## src/sv/selective_repeat_receive_window_unit_assert.svh

```systemverilog
// ----------------------------------------------------------------------------
// selective repeat receive window assertion macros
// property wrappers on clk_i with an active-low reset disable
// ----------------------------------------------------------------------------
`ifndef SELECTIVE_REPEAT_RECEIVE_WINDOW_UNIT_ASSERT_SVH
`define SELECTIVE_REPEAT_RECEIVE_WINDOW_UNIT_ASSERT_SVH

// antecedent implies consequent in the same cycle
`define SRRW_ASSERT_IMP(lbl, clk, rst_n, ante, cons) \
  lbl: assert property (@(posedge clk) disable iff (!rst_n) (ante) |-> (cons)) \
    else $error("srrw assertion failed");

// antecedent implies consequent in the next cycle
`define SRRW_ASSERT_NXT(lbl, clk, rst_n, ante, cons) \
  lbl: assert property (@(posedge clk) disable iff (!rst_n) (ante) |=> (cons)) \
    else $error("srrw assertion failed");

`endif

```

## src/sv/srrw_pkg.sv

```systemverilog
// ----------------------------------------------------------------------------
// srrw_pkg
// shared types and constants of the selective repeat receive window
// ----------------------------------------------------------------------------
`default_nettype none

package srrw_pkg;

  // sequence space, a power of two so that counters wrap by themselves
  localparam int SEQ_W     = 3;
  localparam int SEQ_SPACE = 2 ** SEQ_W;
  localparam int BYTE_W    = 8;

  localparam int QUEUE_DEPTH = 2;

  typedef struct packed {
    logic [SEQ_W-1:0]  seq_number;
    logic [BYTE_W-1:0] payload;
  } frame_t;

  typedef struct packed {
    logic              deliver_valid;
    logic [BYTE_W-1:0] deliver_byte;
    logic              accepted;
    logic [SEQ_W-1:0]  ack_number;
    logic              last;
  } result_t;

  typedef struct packed {
    logic              accepted;
    logic [SEQ_W-1:0]  seq;
    logic [BYTE_W-1:0] data;
  } q_entry_t;

  typedef struct packed {
    logic [SEQ_W-1:0] expected_seq;
    logic [SEQ_W-1:0] window_end;
    logic             frame_done;
  } win_status_t;

endpackage

`default_nettype wire

```

## src/sv/selective_repeat_receive_window_unit.sv

```systemverilog
// ----------------------------------------------------------------------------
// selective_repeat_receive_window_unit
// selective repeat receive window with reorder store and in-order release
// ----------------------------------------------------------------------------
// rejected frame: popped and marked done in idle, then its result is registered in emit
// accepted frame releasing n bytes: the scan state moves the window over the filled slots,
//   then marks the frame done so the next frame can be accepted; results then follow
// each of the n bytes is read from the registered reorder store, then emitted, and emit
//   waits while the output is stalled; the back end pops no new frame before idle
// reset: window at [0, WINDOW_SIZE), all slots empty, no result pending
`default_nettype none

module selective_repeat_receive_window_unit #(
  parameter int WINDOW_SIZE = 4
) (
  input  wire                clk_i,
  input  wire                rst_ni,
  input  wire                in_valid_i,
  output logic               in_stall_o,
  input  srrw_pkg::frame_t   in_word_i,
  output logic               out_valid_o,
  input  wire                out_stall_i,
  output srrw_pkg::result_t  out_word_o
);
  import srrw_pkg::*;

  `include "selective_repeat_receive_window_unit_assert.svh"

  win_status_t            status;
  logic [WINDOW_SIZE-1:0] slot_filled;
  logic                   q_push;
  logic                   q_full;
  logic                   q_pop;
  logic                   q_valid;
  q_entry_t               q_in;
  q_entry_t               q_out;

  srrw_front #(
    .WINDOW_SIZE (WINDOW_SIZE)
  ) u_front (
    .clk_i         (clk_i),
    .rst_ni        (rst_ni),
    .in_valid_i    (in_valid_i),
    .in_stall_o    (in_stall_o),
    .in_word_i     (in_word_i),
    .status_i      (status),
    .slot_filled_i (slot_filled),
    .q_full_i      (q_full),
    .q_push_o      (q_push),
    .q_entry_o     (q_in)
  );

  srrw_queue u_queue (
    .clk_i   (clk_i),
    .rst_ni  (rst_ni),
    .push_i  (q_push),
    .entry_i (q_in),
    .full_o  (q_full),
    .pop_i   (q_pop),
    .valid_o (q_valid),
    .entry_o (q_out)
  );

  srrw_back #(
    .WINDOW_SIZE (WINDOW_SIZE)
  ) u_back (
    .clk_i         (clk_i),
    .rst_ni        (rst_ni),
    .q_valid_i     (q_valid),
    .q_entry_i     (q_out),
    .q_pop_o       (q_pop),
    .status_o      (status),
    .slot_filled_o (slot_filled),
    .out_valid_o   (out_valid_o),
    .out_stall_i   (out_stall_i),
    .out_word_o    (out_word_o)
  );

  `SRRW_ASSERT_NXT(a_one_frame_in_flight, clk_i, rst_ni, q_push, in_stall_o)
  `SRRW_ASSERT_IMP(a_no_push_when_full, clk_i, rst_ni, q_push, !q_full)
  `SRRW_ASSERT_IMP(a_window_width, clk_i, rst_ni, 1'b1,
                   (status.window_end - status.expected_seq) == SEQ_W'(WINDOW_SIZE % SEQ_SPACE))

endmodule

`default_nettype wire

```

## src/sv/srrw_front.sv

```systemverilog
// ----------------------------------------------------------------------------
// srrw_front
// takes one frame at a time and classifies it against the current window
// ----------------------------------------------------------------------------
`default_nettype none

module srrw_front #(
  parameter int WINDOW_SIZE = 4
) (
  input  wire                      clk_i,
  input  wire                      rst_ni,
  input  wire                      in_valid_i,
  output logic                     in_stall_o,
  input  srrw_pkg::frame_t         in_word_i,
  input  srrw_pkg::win_status_t    status_i,
  input  wire  [WINDOW_SIZE-1:0]   slot_filled_i,
  input  wire                      q_full_i,
  output logic                     q_push_o,
  output srrw_pkg::q_entry_t       q_entry_o
);
  import srrw_pkg::*;

  localparam int SLOT_W = (WINDOW_SIZE > 1) ? $clog2(WINDOW_SIZE) : 1;

  logic              busy_q, busy_d;
  logic [SLOT_W-1:0] slot_lut [SEQ_SPACE];
  logic [SEQ_W-1:0]  dist_x;
  logic [SEQ_W-1:0]  dist_h;
  logic              in_win;

  for (genvar v = 0; v < SEQ_SPACE; v++) begin : g_lut
    assign slot_lut[v] = SLOT_W'(v % WINDOW_SIZE);
  end

  assign dist_x = in_word_i.seq_number - status_i.expected_seq;
  assign dist_h = status_i.window_end - status_i.expected_seq;
  assign in_win = dist_x < dist_h;

  assign in_stall_o = busy_q || q_full_i;
  assign q_push_o   = in_valid_i && !in_stall_o;

  always_comb begin
    q_entry_o.accepted = in_win && !slot_filled_i[slot_lut[in_word_i.seq_number]];
    q_entry_o.seq      = in_word_i.seq_number;
    q_entry_o.data     = in_word_i.payload;
  end

  // one frame in flight until the window state is final
  always_comb begin
    busy_d = busy_q;
    if (status_i.frame_done) begin
      busy_d = 1'b0;
    end
    if (q_push_o) begin
      busy_d = 1'b1;
    end
  end

  always_ff @(posedge clk_i or negedge rst_ni) begin
    if (!rst_ni) begin
      busy_q <= 1'b0;
    end else begin
      busy_q <= busy_d;
    end
  end

endmodule

`default_nettype wire

```

## src/sv/srrw_queue.sv

```systemverilog
// ----------------------------------------------------------------------------
// srrw_queue
// short fifo of classified frames between front and back
// ----------------------------------------------------------------------------
`default_nettype none

module srrw_queue (
  input  wire                  clk_i,
  input  wire                  rst_ni,
  input  wire                  push_i,
  input  srrw_pkg::q_entry_t   entry_i,
  output logic                 full_o,
  input  wire                  pop_i,
  output logic                 valid_o,
  output srrw_pkg::q_entry_t   entry_o
);
  import srrw_pkg::*;

  localparam int PTR_W = (QUEUE_DEPTH > 1) ? $clog2(QUEUE_DEPTH) : 1;
  localparam int CNT_W = $clog2(QUEUE_DEPTH + 1);

  q_entry_t         fifo_q [QUEUE_DEPTH];
  logic [PTR_W-1:0] wr_ptr_q, wr_ptr_d;
  logic [PTR_W-1:0] rd_ptr_q, rd_ptr_d;
  logic [CNT_W-1:0] count_q, count_d;
  logic             do_push;
  logic             do_pop;

  assign full_o  = count_q == CNT_W'(QUEUE_DEPTH);
  assign valid_o = count_q != '0;
  assign entry_o = fifo_q[rd_ptr_q];
  assign do_push = push_i && !full_o;
  assign do_pop  = pop_i && valid_o;

  always_comb begin
    wr_ptr_d = wr_ptr_q;
    rd_ptr_d = rd_ptr_q;
    count_d  = count_q;
    if (do_push) begin
      wr_ptr_d = (wr_ptr_q == PTR_W'(QUEUE_DEPTH - 1)) ? '0 : wr_ptr_q + 1'b1;
    end
    if (do_pop) begin
      rd_ptr_d = (rd_ptr_q == PTR_W'(QUEUE_DEPTH - 1)) ? '0 : rd_ptr_q + 1'b1;
    end
    if (do_push && !do_pop) begin
      count_d = count_q + 1'b1;
    end else if (do_pop && !do_push) begin
      count_d = count_q - 1'b1;
    end
  end

  always_ff @(posedge clk_i) begin
    if (do_push) begin
      fifo_q[wr_ptr_q] <= entry_i;
    end
  end

  always_ff @(posedge clk_i or negedge rst_ni) begin
    if (!rst_ni) begin
      wr_ptr_q <= '0;
      rd_ptr_q <= '0;
      count_q  <= '0;
    end else begin
      wr_ptr_q <= wr_ptr_d;
      rd_ptr_q <= rd_ptr_d;
      count_q  <= count_d;
    end
  end

endmodule

`default_nettype wire

```

## src/sv/srrw_back.sv

```systemverilog
// ----------------------------------------------------------------------------
// srrw_back
// window state, reorder store and in-order release sequencer
// ----------------------------------------------------------------------------
`default_nettype none

module srrw_back #(
  parameter int WINDOW_SIZE = 4
) (
  input  wire                      clk_i,
  input  wire                      rst_ni,
  input  wire                      q_valid_i,
  input  srrw_pkg::q_entry_t       q_entry_i,
  output logic                     q_pop_o,
  output srrw_pkg::win_status_t    status_o,
  output logic [WINDOW_SIZE-1:0]   slot_filled_o,
  output logic                     out_valid_o,
  input  wire                      out_stall_i,
  output srrw_pkg::result_t        out_word_o
);
  import srrw_pkg::*;

  localparam int SLOT_W = (WINDOW_SIZE > 1) ? $clog2(WINDOW_SIZE) : 1;
  localparam int CNT_W  = $clog2(WINDOW_SIZE + 1);

  localparam logic [1:0] ST_IDLE = 2'd0;
  localparam logic [1:0] ST_SCAN = 2'd1;
  localparam logic [1:0] ST_READ = 2'd2;
  localparam logic [1:0] ST_EMIT = 2'd3;

  logic [SLOT_W-1:0]      slot_lut [SEQ_SPACE];
  logic [BYTE_W-1:0]      store_mem [WINDOW_SIZE];

  logic [1:0]             state_q, state_d;
  logic [SEQ_W-1:0]       expected_q, expected_d;
  logic [SEQ_W-1:0]       window_end_q, window_end_d;
  logic [WINDOW_SIZE-1:0] filled_q, filled_d;
  logic [SEQ_W-1:0]       ack_q, ack_d;
  logic                   acc_q, acc_d;
  logic                   emit_data_q, emit_data_d;
  logic [CNT_W-1:0]       cnt_q, cnt_d;
  logic [CNT_W-1:0]       left_q, left_d;
  logic [SEQ_W-1:0]       rd_seq_q, rd_seq_d;
  logic [BYTE_W-1:0]      rd_data_q;
  logic                   out_valid_q, out_valid_d;
  result_t                out_word_q, out_word_d;

  logic                   mem_we;
  logic                   mem_re;
  logic [SLOT_W-1:0]      in_slot;
  logic [SLOT_W-1:0]      exp_slot;
  logic [SLOT_W-1:0]      rd_slot;
  logic                   out_free;
  logic                   frame_done;

  for (genvar v = 0; v < SEQ_SPACE; v++) begin : g_lut
    assign slot_lut[v] = SLOT_W'(v % WINDOW_SIZE);
  end

  assign in_slot  = slot_lut[q_entry_i.seq];
  assign exp_slot = slot_lut[expected_q];
  assign rd_slot  = slot_lut[rd_seq_q];
  assign out_free = !out_valid_q || !out_stall_i;

  always_comb begin
    state_d      = state_q;
    expected_d   = expected_q;
    window_end_d = window_end_q;
    filled_d     = filled_q;
    ack_d        = ack_q;
    acc_d        = acc_q;
    emit_data_d  = emit_data_q;
    cnt_d        = cnt_q;
    left_d       = left_q;
    rd_seq_d     = rd_seq_q;
    out_valid_d  = out_valid_q;
    out_word_d   = out_word_q;
    mem_we       = 1'b0;
    mem_re       = 1'b0;
    q_pop_o      = 1'b0;
    frame_done   = 1'b0;

    if (!out_stall_i) begin
      out_valid_d = 1'b0;
    end

    case (state_q)
      ST_IDLE: begin
        if (q_valid_i) begin
          q_pop_o = 1'b1;
          if (q_entry_i.accepted) begin
            mem_we            = 1'b1;
            filled_d[in_slot] = 1'b1;
            cnt_d             = '0;
            rd_seq_d          = expected_q;
            state_d           = ST_SCAN;
          end else begin
            ack_d       = expected_q - 1'b1;
            acc_d       = 1'b0;
            emit_data_d = 1'b0;
            frame_done  = 1'b1;
            state_d     = ST_EMIT;
          end
        end
      end
      ST_SCAN: begin
        // walk the run of filled slots, one per cycle
        if (cnt_q != CNT_W'(WINDOW_SIZE) && filled_q[exp_slot]) begin
          filled_d[exp_slot] = 1'b0;
          expected_d         = expected_q + 1'b1;
          window_end_d       = window_end_q + 1'b1;
          cnt_d              = cnt_q + 1'b1;
        end else begin
          frame_done = 1'b1;
          ack_d      = expected_q - 1'b1;
          acc_d      = 1'b1;
          left_d     = cnt_q;
          if (cnt_q == '0) begin
            emit_data_d = 1'b0;
            state_d     = ST_EMIT;
          end else begin
            emit_data_d = 1'b1;
            state_d     = ST_READ;
          end
        end
      end
      ST_READ: begin
        mem_re  = 1'b1;
        state_d = ST_EMIT;
      end
      ST_EMIT: begin
        if (out_free) begin
          out_valid_d              = 1'b1;
          out_word_d.accepted      = acc_q;
          out_word_d.ack_number    = ack_q;
          if (emit_data_q) begin
            out_word_d.deliver_valid = 1'b1;
            out_word_d.deliver_byte  = rd_data_q;
            out_word_d.last          = left_q == CNT_W'(1);
            rd_seq_d                 = rd_seq_q + 1'b1;
            left_d                   = left_q - 1'b1;
            state_d                  = (left_q == CNT_W'(1)) ? ST_IDLE : ST_READ;
          end else begin
            out_word_d.deliver_valid = 1'b0;
            out_word_d.deliver_byte  = '0;
            out_word_d.last          = 1'b1;
            state_d                  = ST_IDLE;
          end
        end
      end
      default: begin
        state_d = ST_IDLE;
      end
    endcase
  end

  // reorder store
  always_ff @(posedge clk_i) begin
    if (mem_we) begin
      store_mem[in_slot] <= q_entry_i.data;
    end
    if (mem_re) begin
      rd_data_q <= store_mem[rd_slot];
    end
  end

  always_ff @(posedge clk_i) begin
    out_word_q <= out_word_d;
  end

  always_ff @(posedge clk_i or negedge rst_ni) begin
    if (!rst_ni) begin
      state_q      <= ST_IDLE;
      expected_q   <= '0;
      window_end_q <= SEQ_W'(WINDOW_SIZE % SEQ_SPACE);
      filled_q     <= '0;
      ack_q        <= '0;
      acc_q        <= 1'b0;
      emit_data_q  <= 1'b0;
      cnt_q        <= '0;
      left_q       <= '0;
      rd_seq_q     <= '0;
      out_valid_q  <= 1'b0;
    end else begin
      state_q      <= state_d;
      expected_q   <= expected_d;
      window_end_q <= window_end_d;
      filled_q     <= filled_d;
      ack_q        <= ack_d;
      acc_q        <= acc_d;
      emit_data_q  <= emit_data_d;
      cnt_q        <= cnt_d;
      left_q       <= left_d;
      rd_seq_q     <= rd_seq_d;
      out_valid_q  <= out_valid_d;
    end
  end

  always_comb begin
    status_o.expected_seq = expected_q;
    status_o.window_end   = window_end_q;
    status_o.frame_done   = frame_done;
  end

  assign slot_filled_o = filled_q;
  assign out_valid_o   = out_valid_q;
  assign out_word_o    = out_word_q;

endmodule

`default_nettype wire
```

## config.mk

```make
export PLATFORM = sky130hd
export DESIGN_NAME = selective_repeat_receive_window_unit
export DESIGN_NICKNAME = d
export VERILOG_FILES = /design/src/sv/srrw_pkg.sv /design/src/sv/selective_repeat_receive_window_unit.sv /design/src/sv/srrw_front.sv /design/src/sv/srrw_queue.sv /design/src/sv/srrw_back.sv
export VERILOG_INCLUDE_DIRS = /design/src /design/src/sv
export SDC_FILE = /design/constraint.sdc
export NUM_CORES = 1
export LEC_CHECK = 0
export ABC_AREA = 1
export BUFFER_PORTS_ARGS = -buffer_cell sky130_fd_sc_hd__buf_2
export CORE_ASPECT_RATIO = 0.5
export CORE_MARGIN = 8
export CORE_UTILIZATION = 54
export CTS_CLUSTER_DIAMETER = 60
export DETAILED_ROUTE_END_ITERATION = 8
export PLACE_DENSITY = 0.79
export SETUP_SLACK_MARGIN = 0.3
export SLEW_MARGIN = 20
export SYNTH_ARGS = -nofsm -noshare
export SYNTH_HDL_FRONTEND = slang
export SYNTH_HIERARCHICAL = 1
export SYNTH_SLANG_ARGS = --single-unit
```

## constraint.sdc

```tcl
create_clock -name clk_i -period 2.15 [get_ports clk_i]
set_input_delay 0.215 -clock clk_i [delete_from_list [all_inputs] [get_ports clk_i]]
set_output_delay 0.215 -clock clk_i [all_outputs]
set_load 0.02 [all_outputs]
```

======== Word-level counts from Yosys, hierarchy flattened ========
Memories as Yosys holds them, arrays and structs flattened. A register that Yosys moved wholly into a read port is not among the register bits.
Cells that the tools add are included.
word-level totals
  RAM bits ................................ 56
  output and inout port bits .............. 16
  register bits after elaboration ......... 46
  word-level logic and storage cells ...... 177
  memories kept ........................... 6
  input bits .............................. 15
  ROM bits ................................ 64
operators by class
  $lt $le $gt $ge ......................... 10
  bitwise operators ....................... 7
  $add $sub $neg .......................... 12
  reduce and logical (&&, ||, !) cells .... 33
  mux-type cells .......................... 76
  equality and inequality tests ........... 13
memory list
  memory            words  width  rd ports  clocked after Yosys merged registers in  wr ports  RTL line          RTL
  u_back.store_mem  4      8      1         1                                        1         srrw_back.sv:32   logic [BYTE_W-1:0] store_mem [WINDOW_SIZE];
  u_queue.fifo_q    2      12     1         0                                        1         srrw_queue.sv:22  q_entry_t fifo_q [QUEUE_DEPTH];
  (name not given)  8      2      1         0                                        0         srrw_back.sv:61   assign exp_slot = slot_lut[expected_q];
  (name not given)  8      2      1         0                                        0         srrw_back.sv:62   assign rd_slot = slot_lut[rd_seq_q];
  (name not given)  8      2      1         0                                        0         srrw_back.sv:60   assign in_slot = slot_lut[q_entry_i.seq];
  (name not given)  8      2      1         0                                        0         srrw_front.sv:43  q_entry_o.accepted = in_win && !slot_filled_i[slot_lut[in_word_i.seq_number]];
operators with widths
  operator               count
  $mux W3                13
  $mux W2                16
  $mux W1                30
  $pmux W3 S2            4
  $ge A4 B4 Y1 const B   4
  $not A3 Y4             4
  $add A3 B1 Y3 const B  4
  $mux W4                3
  $reduce_and A4 Y1      3
  $reduce_bool A2 Y1     6
  $logic_and A1 B1 Y1    9
  $lt A2 B3 Y1 const B   3
  $mux W9                1
  $ne A2 B2 Y1 const B   4
  $pmux W2 S4            1
  $pmux W4 S2            1
  $logic_not A1 Y1       7
  $eq A2 B2 Y1 const B   3
  $ne A2 B1 Y1 const B   3
  $pmux W1 S2            3
  $sub A3 B1 Y3 const B  2
  $sub A3 B3 Y3          2
  $reduce_and A5 Y1      1
  $and A4 B4 Y4          1
  other kinds (17)       23

======== Logic depth before layout (Yosys ltp) ========
An unclocked memory read counts as a cell.
  depth after elaboration ................. 13
  gate-level depth with buffers ........... 13
  depth with buffers taken out ............ 13

======== By module ========
Netlist, hierarchy kept.
modules (own cells, without submodules)
  module      area an instance (µm²)  sequential area each (µm²)  cells an instance  instances
  srrw_back   3434.5                  2273.4                      309                1
  srrw_queue  1117.3                  820.8                       94                 1
  srrw_front  382.9                   25.0                        60                 1

======== Worst setup path before layout ========
OpenSTA, ideal clock, no wires.
  kind .................................... register to register
  from .................................... reg u_back.expected_q[0]
  to ...................................... mem u_queue/fifo_q[0][11] (netlist bit), data pin
  path slack .............................. 129 ps
  clock period less this slack ............ 2021 ps
  data required time ...................... 2002 ps
  setup time .............................. 148 ps
  data arrival time ....................... 1874 ps
  cell stages (with the launch flop) ...... 11
  buffers on the path ..................... 0
  cells stage by stage .................... dfrtp_1 > ha_1 > inv_1 > fa_1 > xor2_1 > nand2_1 > nand2_1 > ha_1 > a21oi_1 > nand2_1 > nor2_1
RTL lines
  what                      RTL line          RTL
  start: declaration        srrw_back.sv:35   logic [SEQ_W-1:0] expected_q, expected_d;
  start signal: assignment  srrw_back.sv:186  expected_q <= expected_d;
  end: declaration          srrw_queue.sv:22

==> impl_metrics.toml <==
[drt]
wl_mm = 8.858
top_layer = "met4"
drc = 0
first_iter_violations = 227
vias_per_cell = 5.144
via_count = 3148
post_drt_wl_per_cell_um = 14.47
dr_wl_met3_um = 880
dr_wl_met2_mm = 3.591
ant_nets = 0
first_pass_iters = 6
wl_met1_mm = 4.273

[synthesis]
synthCells = 457
syn_avg_cell_area_um2 = 10.63
yosys_warnings = 6
netlist_area_um2 = 4856
syn_nets = 488

[cts]
clock_tree.buffer_depth = 2
clk_pin_slew_ps = 60
cts_made_buffers = 9
cts_sinks = 107
cts_max_level = 3
tritoncts = "built"
clkLatencyLatePin_ps = 340
clock_tree.root_cell = "clkbuf_16"

[setup_path]
startpoint = "u_back/expected_q[0]"
cp.arrival_ps = 2020
rr_worst_depth = 10
path_max_fanout = 2
crit_type = "reg -> reg"
crit_slowest_cell = "dfrtp_2"
r2r_end = "u_queue/fifo_q[0][11]"
rrSetupSlack_ps = 240
cp.required_ps = 2250
r2r-start = "u_back/expected_q[0]"
cp-start-kind = "flop"
critPathMaxStageDelay_ps = 400
endpoint_kind = "flop"
crit_chain = "ha_4, inv_2, fa_2, xor2_1, nand2_1, nand2_2, ha_4, nand3_2, nand2_2, nor2_2"

[sta]
relSlewSlack_pct = 50.41
worstMarginPinSlew_ps = 743.8
timing.hold.ws_ps = 62.63
fin_setup_tns_ps = 0
fmax_mhz = 522.4
fin_crit_sh_pct = 89.04
setup-violations-final = 0
grt_setup_unrepaired = "yes"
slew_violations = 0
final-hold-violation-count = 0
skew_ps = 7.865
timing.final.crit_period_ps = 1914

[layout]
drive_gt1_share_pct = 20.00
final_cell_area_um2 = 5493
fin_nets = 521
multi_input_area_um2 = 1508
area.growth.synth_to_final_pct = 13.12
seqCellArea_um2 = 3063
nFillCells = 692
antenna_cells = 0

[placement]
gp_congestion = 0.8326
dpl_cell_area_um2 = 5060
hpwlAfterDp_mm = 5.952
port_buffers = 30

[floorplanning]
start_util_pct = 55.76
die-area_um2 = 12470
die_w_um = 150.1
die_y_um = 83.06
coreArea_um2 = 8708
num_rows = 24
pin_count = 31

[global_routing]
antenna_found_initial = 0
grt_first_pass_wirelength_mm = 14.16
grt_max_degree = 32
grt_pass1_vias = 2930
overflow = 0
grt_util_all_layers_pct = 14.56

[min_path]
hold_end = "u_queue/fifo_q[1][5]"
hold_start = "in_word_i[5]"
hp-class = "in -> reg"
min_path_cells = 1

[power_and_ir_drop]
powerDensity_nw_per_um2 = 1522
p_leak_nw = 2.406
ir_drop_mv = 0.6201

[status]
status = "complete, no violations"

[job]
maxCapViolCount = 0
## report_power, final
group | internal (W) | switching, W | leakage (nW)
logic | 0.00122 | 0.00221 | 1.20
clock network | 0.000898 | 0.000656 | 0.135
registers | 0.00301 | 0.000364 | 1.08
## how the worst max path moves through the flow
stage | end | slack, ps | depth (start not counted)
finish | u_queue/fifo_q[0][11] | 240 | 10
global route | u_queue/fifo_q[1][11] | 170 | 10
CTS | u_queue/fifo_q[1][11] | 180 | 10
detailed placement | u_queue/fifo_q[0][11] | 80 | 10
global placement | u_queue/fifo_q[1][11] | 140 | 10
floorplan | u_back/store_mem[0][0] | 210 | 7
## worst max-delay path, delay by kind of cell (launching register included)
kind                       cells  cell delay (ps)
adders and majority gates      3              770
and+or+nand+nor                5              310
DFF                            1              400
xor gates and xnor gates       1              150
buffers and inverters          1               30
## metal layers
layer | global-route usage (%) | up-vias
met1 | 20.41 | 1444
met5 | 0 | -
met2 | 19.67 | 132
met4 | 4.775 | 0
met3 | 6.277 | 14
li1 | - | 1558
## stage by stage
step	util (%)	worst slack, ps	total power, W	instances
final	63.07	235.7	0.008363	612
after global routing	63.07	174.8	0.008980	612
after CTS	61.71	181.0	0.007960	610
after detailed placement	58.10	76.31	0.006332	591
after global placement	58.10	136.9	0.006222	591
after floorplan	-	210.4	0.005638	457
## area by class of cell
| cell class | instances | area share (%) |
|---|---|---|
| well taps | 117 | 2.665 |
| repair buffers | 43 | 4.624 |
| inverters | 64 | 4.419 |
| multi-input cells | 265 | 27.45 |
| clock buffers | 13 | 4.374 |
| flip-flops and latches | 107 | 55.76 |
| clock inverters | 3 | 0.7062 |
## sequential cells by signal, indices dropped and copies added (netlist names), 4 cells and up
register	count
u_back/store_mem	32
u_back/out_word_o	14
u_queue/fifo_q	22
u_back/slot_filled_o	4
u_back/rd_data_q	8
## placed cells by master (no fill, tap or decap), types with 11 or more instances in the layout
| master | n |
|---|---|
| buf_2 | 30 |
| buf_4 | 11 |
| dfrtp_1 | 27 |
| edfxtp_1 | 76 |
| inv_1 | 54 |
| nand2_1 | 108 |
| nand3_1 | 22 |
| nor2_1 | 25 |
| o21ai_0 | 29 |
| o22ai_1 | 11 |
## repair_timing
item,CTS,global route
resized for setup,2,26
gates cloned,0,1
endpoints found under the setup margin,2,46
pin swaps,6,6
hold buffers,1,0
buffers inserted,2,1
endpoints found under the hold margin,30,0
(Power assumes the default switching activity.)
